**config.mk**
```make
export PLATFORM = sky130hd
export DESIGN_NAME = record_bubble_sort_by_key
export DESIGN_NICKNAME = d
export VERILOG_FILES = /design/src/hdl/rbs_pkg.sv /design/src/hdl/record_bubble_sort_by_key.sv
export SDC_FILE = /design/constraint.sdc
export NUM_CORES = 1
export LEC_CHECK = 0
export ABC_AREA = 1
export ABC_CLOCK_PERIOD_IN_PS = 11530
export BUFFER_PORTS_ARGS = -buffer_cell sky130_fd_sc_hd__buf_2
export CORE_AREA = 3 3 362 364
export CTS_CLUSTER_DIAMETER = 100
export DETAILED_ROUTE_END_ITERATION = 7
export DIE_AREA = 0 0 365 367
export GPL_ROUTABILITY_DRIVEN = 1
export PLACE_DENSITY = 0.53
export SETUP_SLACK_MARGIN = 0.15
export SYNTH_ARGS = -nofsm -noshare
export SYNTH_HDL_FRONTEND = slang
export SYNTH_SLANG_ARGS = --single-unit
```
**constraint.sdc**
```tcl
create_clock -name clk_i -period 11.53 [get_ports clk_i]
set_input_delay 2.306 -clock clk_i [delete_from_list [all_inputs] [get_ports clk_i]]
set_output_delay 2.306 -clock clk_i [all_outputs]
set_load 0.1 [all_outputs]
```
**src/hdl/rbs_pkg.sv**
```systemverilog
// Shared types and constants for the record bubble sort block.
package rbs_pkg;

  // Default storage depth in records
  localparam int unsigned MaxRecords = 32;

  localparam int unsigned KeyW = 16;
  localparam int unsigned TagW = 16;

  // Incoming record
  typedef struct packed {
    logic [KeyW-1:0] key_count;
    logic [TagW-1:0] tag_id;
    logic            last_item;
  } in_item_t;

  // Sorted record leaving the block
  typedef struct packed {
    logic [KeyW-1:0] out_key;
    logic [TagW-1:0] out_tag;
    logic            out_last;
    logic            overflowed;
  } out_item_t;

  // One stored record
  typedef struct packed {
    logic [KeyW-1:0] key;
    logic [TagW-1:0] tag;
  } rec_t;

  // Sequencer states, one-hot
  typedef enum logic [5:0] {
    ST_IDLE     = 6'b000001,
    ST_SORT_RD  = 6'b000010,
    ST_SORT_CMP = 6'b000100,
    ST_SORT_END = 6'b001000,
    ST_EMIT_RD  = 6'b010000,
    ST_EMIT     = 6'b100000
  } state_e;

endpackage

```
**src/hdl/record_bubble_sort_by_key.sv**
```systemverilog
// Record store with a bubble sort by key, largest first, and sorted read-out.
//
//   channel   | ports                          | handshake
//   ----------+--------------------------------+-------------------------------
//   records   | start, busy, in_item_i         | taken when start && !busy
//   results   | out_valid_o, out_item_o        | one-cycle strobe per item, no stall
//
// A record that is not last is stored (or dropped and flagged when full) and busy stays low.
// A last record starts the sort: each compare/swap step is a read state and then
// a compare state on the record memory, and the passes run for lim = n-1 down
// to 1, each closed by an end-of-pass write; each sorted item is then read and
// emitted in turn. Reset clears the sequencer, fill count and drop flag; the
// memory is not cleared. The receiver cannot stall.
module record_bubble_sort_by_key #(
  parameter int unsigned MAX_RECORDS = rbs_pkg::MaxRecords
) (
  input  logic              clk_i,
  input  logic              rst_ni,
  input  logic              start,
  output logic              busy,
  input  rbs_pkg::in_item_t in_item_i,
  output logic              out_valid_o,
  output rbs_pkg::out_item_t out_item_o
);

  localparam int unsigned AddrW = $clog2(MAX_RECORDS);
  localparam int unsigned CntW  = $clog2(MAX_RECORDS + 1);
  localparam logic [CntW-1:0]  Cap     = CntW'(MAX_RECORDS);
  localparam logic [AddrW-1:0] LastIdx = AddrW'(MAX_RECORDS - 1);

  rbs_pkg::state_e state_q, state_d;

  logic [CntW-1:0]  fill_q, fill_d;
  logic             drop_q, drop_d;
  logic [AddrW-1:0] ridx_q, ridx_d;
  logic [AddrW-1:0] lim_q, lim_d;
  rbs_pkg::rec_t    carry_q, carry_d;

  rbs_pkg::rec_t    rec_mem_q [MAX_RECORDS];
  rbs_pkg::rec_t    rd_q;
  logic             mem_we;
  logic [AddrW-1:0] mem_waddr;
  rbs_pkg::rec_t    mem_wdata;

  logic             accept;
  logic             has_room;
  logic             swap;
  logic [CntW-1:0]  fill_m1;
  logic             emit_last;

  assign accept    = start && !busy;
  assign has_room  = fill_q < Cap;
  assign swap      = carry_q.key < rd_q.key;
  assign fill_m1   = fill_q - CntW'(1);
  assign emit_last = ridx_q == fill_m1[AddrW-1:0];

  // Record memory: one write port, one registered read port
  always_ff @(posedge clk_i) begin
    if (mem_we) begin
      rec_mem_q[mem_waddr] <= mem_wdata;
    end
    rd_q <= rec_mem_q[ridx_q];
  end

  // Select the write: load, compare step or end of pass
  always_comb begin
    mem_we    = 1'b0;
    mem_waddr = ridx_q;
    mem_wdata = carry_q;
    case (state_q)
      rbs_pkg::ST_IDLE: begin
        mem_we        = accept && has_room;
        mem_waddr     = fill_q[AddrW-1:0];
        mem_wdata.key = in_item_i.key_count;
        mem_wdata.tag = in_item_i.tag_id;
      end
      rbs_pkg::ST_SORT_CMP: begin
        mem_we    = ridx_q != '0;
        mem_waddr = ridx_q - AddrW'(1);
        mem_wdata = swap ? rd_q : carry_q;
      end
      rbs_pkg::ST_SORT_END: begin
        mem_we    = 1'b1;
        mem_waddr = lim_q;
        mem_wdata = carry_q;
      end
      default: begin
        mem_we = 1'b0;
      end
    endcase
  end

  // Sequencer: load, bubble passes, emit
  always_comb begin
    state_d = state_q;
    fill_d  = fill_q;
    drop_d  = drop_q;
    ridx_d  = ridx_q;
    lim_d   = lim_q;
    carry_d = carry_q;
    case (state_q)
      rbs_pkg::ST_IDLE: begin
        if (accept) begin
          if (has_room) begin
            fill_d = fill_q + CntW'(1);
            lim_d  = fill_q[AddrW-1:0];
          end else begin
            drop_d = 1'b1;
            lim_d  = LastIdx;
          end
          if (in_item_i.last_item) begin
            ridx_d  = '0;
            state_d = (lim_d == '0) ? rbs_pkg::ST_EMIT_RD : rbs_pkg::ST_SORT_RD;
          end
        end
      end
      rbs_pkg::ST_SORT_RD: begin
        state_d = rbs_pkg::ST_SORT_CMP;
      end
      rbs_pkg::ST_SORT_CMP: begin
        // keep the smaller record bubbling toward the end
        if (ridx_q == '0 || !swap) begin
          carry_d = rd_q;
        end
        if (ridx_q == lim_q) begin
          state_d = rbs_pkg::ST_SORT_END;
        end else begin
          ridx_d  = ridx_q + AddrW'(1);
          state_d = rbs_pkg::ST_SORT_RD;
        end
      end
      rbs_pkg::ST_SORT_END: begin
        lim_d   = lim_q - AddrW'(1);
        ridx_d  = '0;
        state_d = (lim_q == AddrW'(1)) ? rbs_pkg::ST_EMIT_RD : rbs_pkg::ST_SORT_RD;
      end
      rbs_pkg::ST_EMIT_RD: begin
        state_d = rbs_pkg::ST_EMIT;
      end
      rbs_pkg::ST_EMIT: begin
        if (emit_last) begin
          fill_d  = '0;
          drop_d  = 1'b0;
          state_d = rbs_pkg::ST_IDLE;
        end else begin
          ridx_d  = ridx_q + AddrW'(1);
          state_d = rbs_pkg::ST_EMIT_RD;
        end
      end
      default: begin
        state_d = rbs_pkg::ST_IDLE;
      end
    endcase
  end

  // Control registers
  always_ff @(posedge clk_i or negedge rst_ni) begin
    if (!rst_ni) begin
      state_q <= rbs_pkg::ST_IDLE;
      fill_q  <= '0;
      drop_q  <= 1'b0;
      ridx_q  <= '0;
      lim_q   <= '0;
    end else begin
      state_q <= state_d;
      fill_q  <= fill_d;
      drop_q  <= drop_d;
      ridx_q  <= ridx_d;
      lim_q   <= lim_d;
    end
  end

  // Carried record, payload only
  always_ff @(posedge clk_i) begin
    carry_q <= carry_d;
  end

  // Drive the result ports
  assign busy                  = state_q != rbs_pkg::ST_IDLE;
  assign out_valid_o           = state_q == rbs_pkg::ST_EMIT;
  assign out_item_o.out_key    = rd_q.key;
  assign out_item_o.out_tag    = rd_q.tag;
  assign out_item_o.out_last   = emit_last;
  assign out_item_o.overflowed = drop_q;

`ifndef SYNTHESIS
  // results only appear while the block is busy
  assert property (@(posedge clk_i) disable iff (!rst_ni) out_valid_o |-> busy)
    else $error("result strobe while idle");

  // a record that closes a batch starts the sort
  assert property (@(posedge clk_i) disable iff (!rst_ni)
    (accept && in_item_i.last_item) |=> busy)
    else $error("last record did not start the sort");

  // a record that does not close the batch leaves the block ready
  assert property (@(posedge clk_i) disable iff (!rst_ni)
    (accept && !in_item_i.last_item) |=> !busy)
    else $error("block went busy on a non-last record");

  // the final result returns the block to idle with an empty store
  assert property (@(posedge clk_i) disable iff (!rst_ni)
    (out_valid_o && out_item_o.out_last) |=> (!busy && fill_q == '0 && !drop_q))
    else $error("batch not closed after final result");

  // the fill count never passes the capacity
  assert property (@(posedge clk_i) disable iff (!rst_ni) fill_q <= Cap)
    else $error("fill count beyond capacity");
`endif

endmodule

```
# Yosys cells after proc, flatten, opt, wreduce, memory -nomap -nowiden
# Memories as Yosys holds them, arrays and structs flattened. A register that Yosys moved wholly into a read port is not among the register bits.
# Index checks and enable logic that the tools add are counted.
dict set report totals {
  out_inout_bits 36
  mem_count 1
  ram_bits 1024
  ff_bits 55
}
# name depth width read_ports rd_clocked_by_memory_dff write_ports line
set memory_table {}
lappend memory_table {rec_mem_q 32 32 1 1 1 record_bubble_sort_by_key.sv:39} ;# rbs_pkg::rec_t rec_mem_q [MAX_RECORDS];
dict set report classes {
  muxes 31
  addsub 5
  n_lt_le_gt_ge 2
  n_eq_ne 17
  n_reduce_logical 17
}
# cell n
set op_table {}
lappend op_table {{32-bit case mux with 2 select lines} 1}
lappend op_table {{5-bit 2-to-1 mux} 11}
lappend op_table {{6-bit case mux with 6 select lines} 1}
lappend op_table {{32-bit 2-to-1 mux} 1}
lappend op_table {{6-bit 2-to-1 mux} 5}
lappend op_table {{5-bit case mux with 4 select lines} 1}
lappend op_table {{16-bit < comparator} 1}
lappend op_table {{5-bit case mux with 3 select lines} 1}
lappend op_table {{5-bit by 1-bit subtractor with 5-bit output (second input constant)} 3}
lappend op_table {{2-bit inequality test (second input constant)} 6}
lappend op_table {{6-bit case mux with 2 select lines} 1}
lappend op_table {{5-bit equality test} 2}
lappend op_table {{5-bit logical NOT} 2}
lappend op_table {{5-bit case mux with 2 select lines} 1}
lappend op_table {{4-bit AND reduction} 2}
lappend op_table {{6-bit by 1-bit adder with 6-bit output (second input constant)} 1}
lappend op_table {{6-bit by 1-bit equality test with 1-bit output (second input constant)} 1}
lappend op_table {{6-bit by 2-bit equality test with 1-bit output (second input constant)} 1}
lappend op_table {{6-bit by 3-bit equality test with 1-bit output (second input constant)} 1}
lappend op_table {{6-bit by 4-bit equality test with 1-bit output (second input constant)} 1}
lappend op_table {{6-bit by 5-bit equality test with 1-bit output (second input constant)} 1}
lappend op_table {{6-bit equality test (second input constant)} 1}
lappend op_table {{6-bit < comparator (second input constant)} 1}
lappend op_table {{6-bit by 1-bit inequality test with 1-bit output (second input constant)} 1}
lappend op_table {{other kinds (15)} 24}

# Depth between registers and ports, before layout
# Gate-level depths: netlist (run 1).
dict set report logic_depth {
  word_depth 10
  depth_mapped 15
}

# Worst setup path after synthesis (run 1)
# No wires, ideal clock.
dict set report synth_path {
  path_type {input port to flip-flop}
  start {input port start}
  end {memory rec_mem_q[14][0] in the netlist's numbering (enable)}
  path_slack_ns 6.746
  stages 6
  setup_time_ns 0.421
  t_arrival_ns 4.362
  path_buffers 0
  cell_sequence {inv_1 > nor3_1 > nor2_1 > o21ai_2 > nand3_2 > nor2_1}
}
dict set report synth_between {
  elab_chain_len 5
}
# item line
set synth_rtl {}
lappend synth_rtl {{start: declaration} record_bubble_sort_by_key.sv:19} ;# input logic start,
lappend synth_rtl {{1-bit logical AND} record_bubble_sort_by_key.sv:51} ;# assign accept = start && !busy;
lappend synth_rtl {{1-bit logical AND} record_bubble_sort_by_key.sv:72} ;# mem_we = accept && has_room;
lappend synth_rtl {{1-bit case mux with 3 select lines} record_bubble_sort_by_key.sv:70} ;# case (state_q)
lappend synth_rtl {{1-bit 2-to-1 mux} record_bubble_sort_by_key.sv:59} ;# if (mem_we) begin
lappend synth_rtl {{1-bit 2-to-1 mux (implied by the code)} record_bubble_sort_by_key.sv:60} ;# rec_mem_q[mem_waddr] <= mem_wdata;
lappend synth_rtl {{end: declaration} record_bubble_sort_by_key.sv:39}
# Every way passes these cells.

==> impl_metrics.ini, run 1 <==
[worst_setup_path]
cp_slowest_stage_delay_ps = 870
path_class = flop to output pin
cp.arrival_ps = 2960
cp.buffers_inverters = 3
crit_chain = inv_8 > nor2_1 > o21ai_1 > nor2_1 > nand3_1 > inv_1 > buf_2
cp_common_cell = nor2_1
worst_path_dominant_cell_family = flip-flops
critPathMaxFanout = 88
r2r_cells = 7
worst_r2r_endpoint = rec_mem_q[22][26]
worstPathRequired_ps = 9220
critPathSlowestCell = dfrtp_4
crit_path_start_kind = flop
r2r-start = ridx_q[0]
r2r_setup_slack_ps = 7200
cp-end-kind = output pin

[synthesis]
synth_ff_type = edfxtp_1
synth_area_per_cell_um2 = 12.2
synth_area_um2 = 44800
yosysWarnings = 0
ys_ff_latch = 1111
synth_edf_count = 1056
ys_seq_area_share_pct = 73.4
syn_nets = 3743
synth.distinct_cells = 38
async_flop_share_pct = 2.07
synthCells = 3686

[clock_network]
clkLatencyLatePin_ps = 690
cts_tree = built
numCtsBuffers = 112
cts_sinks = 1111
ctsResizeCount = 0
htreeDepth = 3
cts_buffer_depth = 3
post-cts-setup-buffers = 0
cts_root_buf = clkbuf_16
cts.reportedPaths.clkPinSlew_ps = 60
cts_hold_buffers = 0

[power_and_ir_drop]
sequentialPowerShare_pct = 43.7
p_sw_share_pct = 35.9
p_total_mw = 12.6
p_comb_share_pct = 27.2
intPower_mw = 8.06
p_switching_mw = 4.51
power_leakage_nw = 17.4
powerDensity_nw_per_um2 = 248
max-vdd-ir-drop_mv = 0.147
clockPowerShare_pct = 29.0

[sta]
setup_tns_ps = 0
rsz0062_at_grt = no
final_max_slew_viol_count = 0
hold_viol = 0
hold_ws_ps = 460
max_clock_freq_mhz = 190
setup_viol = 0
fin_crit_sh_pct = 45.7
slew_headroom_pct = 14.8
worst_pin_slew_ps = 1280
fin_skew_ps = 30.3
min_period_ps = 5270

[grt]
overflow = 0
grt_use_total_pct = 18.7
grt_pass1_vias = 27500
antenna_found_initial = 1
grt_max_degree = 179
grt_pass1_wl_mm = 188

[hold_path]
hold_depth = 0
hold_end = carry_q[10]
hold_start = out_item_o[12]
holdCritPathClass = flop to flop

[finish]
fin_util_pct = 39.8
num-fill-cells = 12000
nNetsFinal = 3765
antenna_cells_inserted = 0
area_delta_synth_final_pct = 13.2
drive_above_1_share_pct = 10.4
stdcell_count = 5468

[placed_design]
gp_congestion = 0.819
port_buffers = 71
dp_hpwl_mm = 73.0
dp_cells = 5256

[flow_run]
cap_violations = 0

[run_status]
status = complete, no violations

[detailed_routing]
drt-wirelength-per-cell_um = 23.4
totalWireLength_mm = 128
first_pass_iters = 5
drc = 0
via_count = 29100
drt_iter0_drc = 2855
via_per_inst = 5.32
ant_nets = 0

[die]
core_um2 = 128000
fp.dieW_um = 365
design.die.area_um2 = 134000
start_util_pct = 35.1
fp.dieH_um = 367
num_io_pins = 72
num_rows = 131
per-stage QoR:
stage / area, um2 / worst slack (ps)
after global placement: 47100 / 6440
after detailed placement: 47100 / 6390
after global routing: 50800 / 6000
after CTS: 50800 / 6160
final: 50800 / 6260
after floorplan: 44800 / 6750
synth_stat cells, drive strengths merged (31+ instances only):
| master | count | area [um2] |
|---|---|---|
| nor2 | 619 | 2370 |
| nand3 | 115 | 643 |
| nand4 | 55 | 350 |
| clkbuf | 142 | 533 |
| o21ai | 579 | 2900 |
| edfxtp | 1056 | 31700 |
| nand2 | 509 | 1920 |
| dfxtp | 32 | 641 |
| a21oi | 31 | 155 |
| buf | 89 | 499 |
| inv | 140 | 526 |
| o22ai | 238 | 1490 |
power by group through the flow:
| stage | clock network [mW] | logic (mW) | registers (mW) |
|---|---|---|---|
| finish | 3.65 | 3.42 | 5.50 |
| global route | 3.88 | 3.72 | 5.52 |
| CTS | 3.71 | 3.44 | 5.50 |
| detailed placement | 0 | 3.43 | 5.58 |
| global placement | 0 | 3.41 | 5.58 |
| floorplan | 0 | 1.73 | 5.91 |
kinds of logic (layout without fill, tap and decap cells):
group | count (synthesis) | in the layout | share of synthesized area, %
AND/OR/NAND/NOR | 1308 | 1308 | 11.9
flip-flops | 1111 | 1111 | 73.4
AO/OA/AOI/OAI | 856 | 856 | 10.3
buffers and inverters | 373 | 493 | 3.49
adder cells (fa/ha/maj) | 21 | 21 | 0.586
XOR/XNOR | 17 | 17 | 0.332
worst reg2reg max path, cell delays in order, from the launching register on:
cell     delay [ps]
dfrtp_4         730
inv_8           480
buf_4           610
nor2_1          140
nor2_2          300
nand3_2         480
nor2_4          680
buf_4           530
placed cells by master (no fill, tap or decap), drive strengths merged, types with 11 or more instances in the layout:
master	n
nand3	115
nand2	509
clkbuf	141
o22ai	238
bufinv	11
dfxtp	32
a21oi	31
nand4	55
inv	142
dfrtp	22
o21ai	579
clkinv	58
ha	21
nor2	619
buf	139
edfxtp	1056
how the worst max path moves through the flow:
| stage | from | endpoint | cells after the start |
|---|---|---|---|
| after floorplan | start | rec_mem_q[14][0] | 6 |
| after global placement | start | rec_mem_q[26][15] | 7 |
| after detailed placement | start | rec_mem_q[26][26] | 7 |
| after CTS | ridx_q[0] | out_item_o[1] | 7 |
| after global routing | ridx_q[0] | out_item_o[1] | 7 |
| final | ridx_q[0] | out_item_o[1] | 7 |
registers in the layout, summed over array words and instances, names as in the netlist:
register,flops
state_q,6
fill_q,6
carry_q,32
out_item_o,32
rec_mem_q,1024
lim_q,5
ridx_q,5
drop_q,1
per-layer routing:
| metal | up-vias | track usage (%) | routed length [um] |
|---|---|---|---|
| met4 | 0 | 4.17 | 2130 |
| met1 | 14700 | 27.2 | 57800 |
| met5 | - | 0 | 0 |
| met2 | 958 | 29.1 | 58600 |
| met3 | 135 | 3.36 | 9450 |
| li1 | 13300 | - | - |
cell type report:
type | count | area, um2 | area share, %
Clock buffer | 141 | 3020 | 5.95
Clock inverter | 71 | 677 | 1.33
Inverter | 142 | 548 | 1.08
Multi-Input combinational cell | 2202 | 10600 | 20.9
Sequential cell | 1111 | 32900 | 64.9
Tap cell | 1662 | 2080 | 4.10
Timing Repair Buffer | 139 | 891 | 1.75
No activity file was read; power rests on OpenSTA's default activity.
==> run 2, diff against run 1 <==
- ABC_AREA: 1 -> 0
- ABC_CLOCK_PERIOD_IN_PS: 11530 -> 4700
- CORE_AREA: 3 3 362 364 -> 3 3 356 358
- DIE_AREA: 0 0 365 367 -> 0 0 359 361
- PLACE_DENSITY: 0.53 -> 0.55
- clock period: 11.53 -> 4.7 ns (I/O delays scaled with it)
==> impl_metrics.ini, run 2 <==
[die]
core_um2 = 124000
num_io_pins = 72
start_util_pct = 35.1
fp.dieW_um = 359
num_rows = 129
fp.dieH_um = 361
design.die.area_um2 = 130000

[clock_network]
cts_hold_buffers = 0
cts_root_buf = clkbuf_16
post-cts-setup-buffers = 0
clkLatencyLatePin_ps = 680
cts_tree = built
ctsResizeCount = 0
cts.reportedPaths.clkPinSlew_ps = 60
numCtsBuffers = 112
cts_buffer_depth = 3
cts_sinks = 1111
htreeDepth = 3

[grt]
grt_use_total_pct = 17.8
antenna_found_initial = 15
grt_pass1_vias = 21200
grt_pass1_wl_mm = 164
grt_max_degree = 150
overflow = 0

[synthesis]
synth_area_um2 = 43400
yosysWarnings = 0
synth_commonest_cells = 1056 x edfxtp_1, 320 x mux4_2, 56 x clkbuf_1
ys_top_cells_by_area = edfxtp_1 73%, mux4_2 17%, dfxtp_1 1.5%, dfrtp_1 1.3%, mux2_2 0.83%
ys_seq_area_share_pct = 76.0
synth_compound_area_share_pct = 1.86
synth_ff_type = edfxtp_1
synth_edf_count = 1056
ys_ff_latch = 1111
yosys.area_share.simple_pct = 2.29
synth_top_family_by_area = multiplexers
synthMuxAreaShare_pct = 17.6
async_flop_share_pct = 2.07
synth-xor-area-share_pct = 0.364
synthCells = 1906
yosysMostFrequentCell = edfxtp_1
synth_fa_ha_area_share_pct = 0.606
synth.largest_area_cell = edfxtp_1
syn_nets = 1963
synth.distinct_cells = 72
synth_area_per_cell_um2 = 22.7
synthDominantCellAreaShare_pct = 73.1

[detailed_routing]
drt-wirelength-per-cell_um = 30.7
drt_iter0_drc = 2800
first_pass_iters = 5
via_per_inst = 5.56
ant_nets = 0
totalWireLength_mm = 117
via_count = 21200
drc = 0

[hold_path]
holdCritPathClass = primary input to asynchronous set/reset pin

[placed_design]
dp_cells = 3593
port_buffers = 71
placed_area_um2 = 46400
dp_hpwl_mm = 63.0
gp_congestion = 0.870
place_ws_ps = 926

[power_and_ir_drop]
sequentialPowerShare_pct = 48.1
p_comb_share_pct = 21.6
max-vdd-ir-drop_mv = 0.495
intPower_mw = 19.9
p_sw_share_pct = 30.2
clockPowerShare_pct = 30.4
powerDensity_nw_per_um2 = 570
p_switching_mw = 8.60
power_leakage_nw = 15.4

[worst_setup_path]
r2r-start = state_q[1]
crit_path_start_kind = flop
critPathMaxFanout = 8
worstPathRequired_ps = 3760
path_class = flop to output pin
cp-end-kind = output pin
crit_start = state_q[1]
cp.arrival_ps = 2920

[sta]
setup_viol = 0
fin_skew_ps = 29.3
min_period_ps = 3860
worst_pin_slew_ps = 1170
fin_ws_ps = 838
final_max_slew_viol_count = 0
slew_headroom_pct = 22.1
rsz0062_at_grt = no
max_clock_freq_mhz = 259
setup_tns_ps = 0
fin_crit_sh_pct = 82.2
hold_viol = 0

[finish]
layout_common_cells = 1056 x edfxtp_1, 320 x mux4_2, 113 x clkbuf_16
final_common_cell = edfxtp_1
stdcell_area_um2 = 50000
regArea_um2 = 32900
drive_above_1_share_pct = 33.7
multi_input_area_um2 = 10200
fin_util_pct = 40.4
num-fill-cells = 10800
regMostFlops = rec_mem_q
stdcell_count = 3807
nNetsFinal = 2127
area_delta_synth_final_pct = 15.3
largest_register_ff_count = 1024

[run_status]
status = complete, no violations

[flow_run]
cap_violations = 0
## run 2: worst max-delay path, cell delays in order, from the launching register on
cell and delay [ps]:
dfrtp_1 470, or4_1 590, nor3b_2 630, buf_2 550
## run 2: routing by layer
metal	part of all wire, %	global-route usage (%)	wire length (um)	vias up
met4	2.5	4.44	2880	4
li1	-	-	-	8524
met2	46	27.6	54300	917
met5	0.022	0	26	-
met3	9.9	4.89	11500	178
met1	41	25.1	48200	11500
## run 2: power groups by stage
| stage | logic [mW] | registers, mW | clock network (mW) |
|---|---|---|---|
| 6_report | 6.14 | 13.7 | 8.65 |
| 5_1_grt | 6.60 | 13.7 | 9.24 |
| 4_1_cts | 6.19 | 13.7 | 8.84 |
| 3_5_place_dp | 6.17 | 13.9 | 0 |
| 3_3_place_gp | 6.00 | 13.8 | 0 |
| 2_1_floorplan | 3.45 | 14.4 | 0 |
## run 2: final timing paths
| check | endpoint | slack (ps) | cells past startpoint |
|---|---|---|---|
| setup / recovery | out_valid_o | 840 | 3 |
| hold / removal | fill_q[3] | 250 | 1 |
| setup reg to reg | rec_mem_q[6][19] | 970 | 6 |
| hold reg to reg | carry_q[27] | 480 | 0 |
| max in group asynchronous | ridx_q[1] | 4030 | 1 |
| min in group clk_i | carry_q[27] | 480 | 0 |
## run 2: kinds of logic after synthesis
family	Yosys count
multiplexers	358
AO/OA/AOI/OAI	94
buffers and inverters	135
adder cells (fa/ha/maj)	21
flip-flops	1111
XOR/XNOR	18
AND/OR/NAND/NOR	169
## run 2: area by class of cell
type	instances	area share, %
Timing Repair Buffer	160	2.25
Multi-Input combinational cell	660	20.3
Tap cell	1637	4.10
Clock inverter	56	0.974
Sequential cell	1111	65.9
Clock buffer	153	6.24
Antenna cell	5	0.0250
Inverter	25	0.188
## run 2: stage by stage
stage | power [mW] | hold WS [ps]
3_3_place_gp | 19.8 | 455
4_1_cts | 28.7 | 218
2_1_floorplan | 17.9 | 464
6_report | 28.5 | 249
3_5_place_dp | 20.1 | 467
5_1_grt | 29.6 | 259
==> run 3, diff against run 2 <==
- ABC_CLOCK_PERIOD_IN_PS: 4700 -> 3500
- clock period: 4.7 -> 3.5 ns (I/O delays scaled with it)
==> impl_metrics.ini, run 3 (same netlist as run 2, synthesis figures left out) <==
[clock_network]
clkLatencyLatePin_ps = 690
numCtsBuffers = 111
htreeDepth = 3
cts.reportedPaths.clkPinSlew_ps = 60
cts_sinks = 1111
cts_root_buf = clkbuf_16
cts_buffer_depth = 3
post-cts-setup-buffers = 0
cts_tree = built

[detailed_routing]
drc = 0
via_count = 21400
drt_iter0_drc = 2569
ant_nets = 0
totalWireLength_mm = 120
drt-wirelength-per-cell_um = 31.3
first_pass_iters = 5
via_per_inst = 5.56

[sta]
setup_tns_ps = 0
worst_pin_slew_ps = 1050
rsz0062_at_grt = no
slew_headroom_pct = 29.9
hold_ws_ps = 371
min_period_ps = 3250
fin_crit_sh_pct = 92.8
setup_viol = 0
final_max_slew_viol_count = 0
max_clock_freq_mhz = 308
fin_skew_ps = 35.4
hold_viol = 0
fin_ws_ps = 250

[die]
num_rows = 129
num_io_pins = 72
start_util_pct = 35.1
fp.dieW_um = 359
design.die.area_um2 = 130000
fp.dieH_um = 361
core_um2 = 124000

[worst_setup_path]
crit_path_start_kind = flop
r2r-start = ridx_q[1]
r2r_cells = 6
critPathMaxFanout = 8
worstPathRequired_ps = 2800
r2r_setup_slack_ps = 260
worst_r2r_endpoint = rec_mem_q[10][3]
crit_start = state_q[1]
cp-end-kind = output pin
path_class = flop to output pin
cp.arrival_ps = 2550

[power_and_ir_drop]
clockPowerShare_pct = 29.8
sequentialPowerShare_pct = 46.2
p_sw_share_pct = 30.6
powerDensity_nw_per_um2 = 773
p_switching_mw = 12.2
power_leakage_nw = 16.0
intPower_mw = 27.5
max-vdd-ir-drop_mv = 0.727
p_comb_share_pct = 24.0

[placed_design]
dp_cells = 3636
place_ws_ps = 297
gp_congestion = 0.848
dp_hpwl_mm = 65.5
port_buffers = 71

[grt]
grt_max_degree = 154
antenna_found_initial = 4
overflow = 0
grt_pass1_vias = 21800
grt_pass1_wl_mm = 170
grt_use_total_pct = 18.3

[hold_path]
hold_start = start
hold_end = drop_q
holdCritPathClass = primary input to flop
hold_depth = 3

[finish]
stdcell_count = 3847
area_delta_synth_final_pct = 18.4
regMostFlops = rec_mem_q
largest_register_ff_count = 1024
antenna_cells_inserted = 0
final_common_cell = edfxtp_1
layout_common_cells = 1056 x edfxtp_1, 320 x mux4_2, 112 x clkbuf_16
nNetsFinal = 2171
drive_above_1_share_pct = 35.8

[run_status]
status = complete, no violations

[flow_run]
cap_violations = 0
run 3: per-stage QoR:
stage,area (um2),utilization [%],power (mW)
6_report,51300,41.5,39.7
5_1_grt,51300,41.5,41.1
4_1_cts,51300,41.5,39.9
3_5_place_dp,47600,38.5,28.1
3_3_place_gp,47600,38.5,27.9
2_1_floorplan,44000,-,24.5
run 3: power by group through the flow:
stage,clock network (mW),registers [mW],logic (mW)
2_1_floorplan,0,19.4,5.15
3_3_place_gp,0,18.6,9.29
3_5_place_dp,0,18.6,9.52
4_1_cts,12.1,18.3,9.56
5_1_grt,12.6,18.4,10.1
6_report,11.8,18.3,9.53
run 3: layout make-up:
type | count | area [um2]
multi-input combinational | 660 | 10400
inverter | 25 | 103
clock inverter | 67 | 661
fill | 10700 | 72300
tap | 1637 | 2050
clock buffer | 142 | 2990
sequential | 1111 | 32900
timing repair buffer | 205 | 2190
run 3: how the worst max path moves through the flow:
stage,endpoint,slack [ps],cells after the start
global route,out_item_o[1],160,7
floorplan,rec_mem_q[24][0],-480,8
finish,out_valid_o,250,3
detailed placement,rec_mem_q[18][7],300,8
CTS,out_item_o[1],140,6
global placement,rec_mem_q[18][7],320,7
run 3: repair_timing:
item | CTS | global route
gates resized for setup | 6 | 4
endpoints found under the hold margin | 21 | 0
setup endpoints to repair | 2 | 1
gates cloned | 1 | 0
hold buffers | 1 | 0
run 3: layer usage:
metal	vias to the layer above	GRT usage, %	routed length [um]	part of all wire [%]
li1	8607	-	-	-
met1	11800	25.2	49500	41
met4	0	4.08	2510	2.1
met3	156	2.72	8030	6.7
met2	830	31.1	60300	50
met5	-	0	0	0
run 3: critical path: stages (launching register included):
cell	delay [ps]
dfrtp_1	470
or4_1	620
nor3b_4	410
buf_4	370
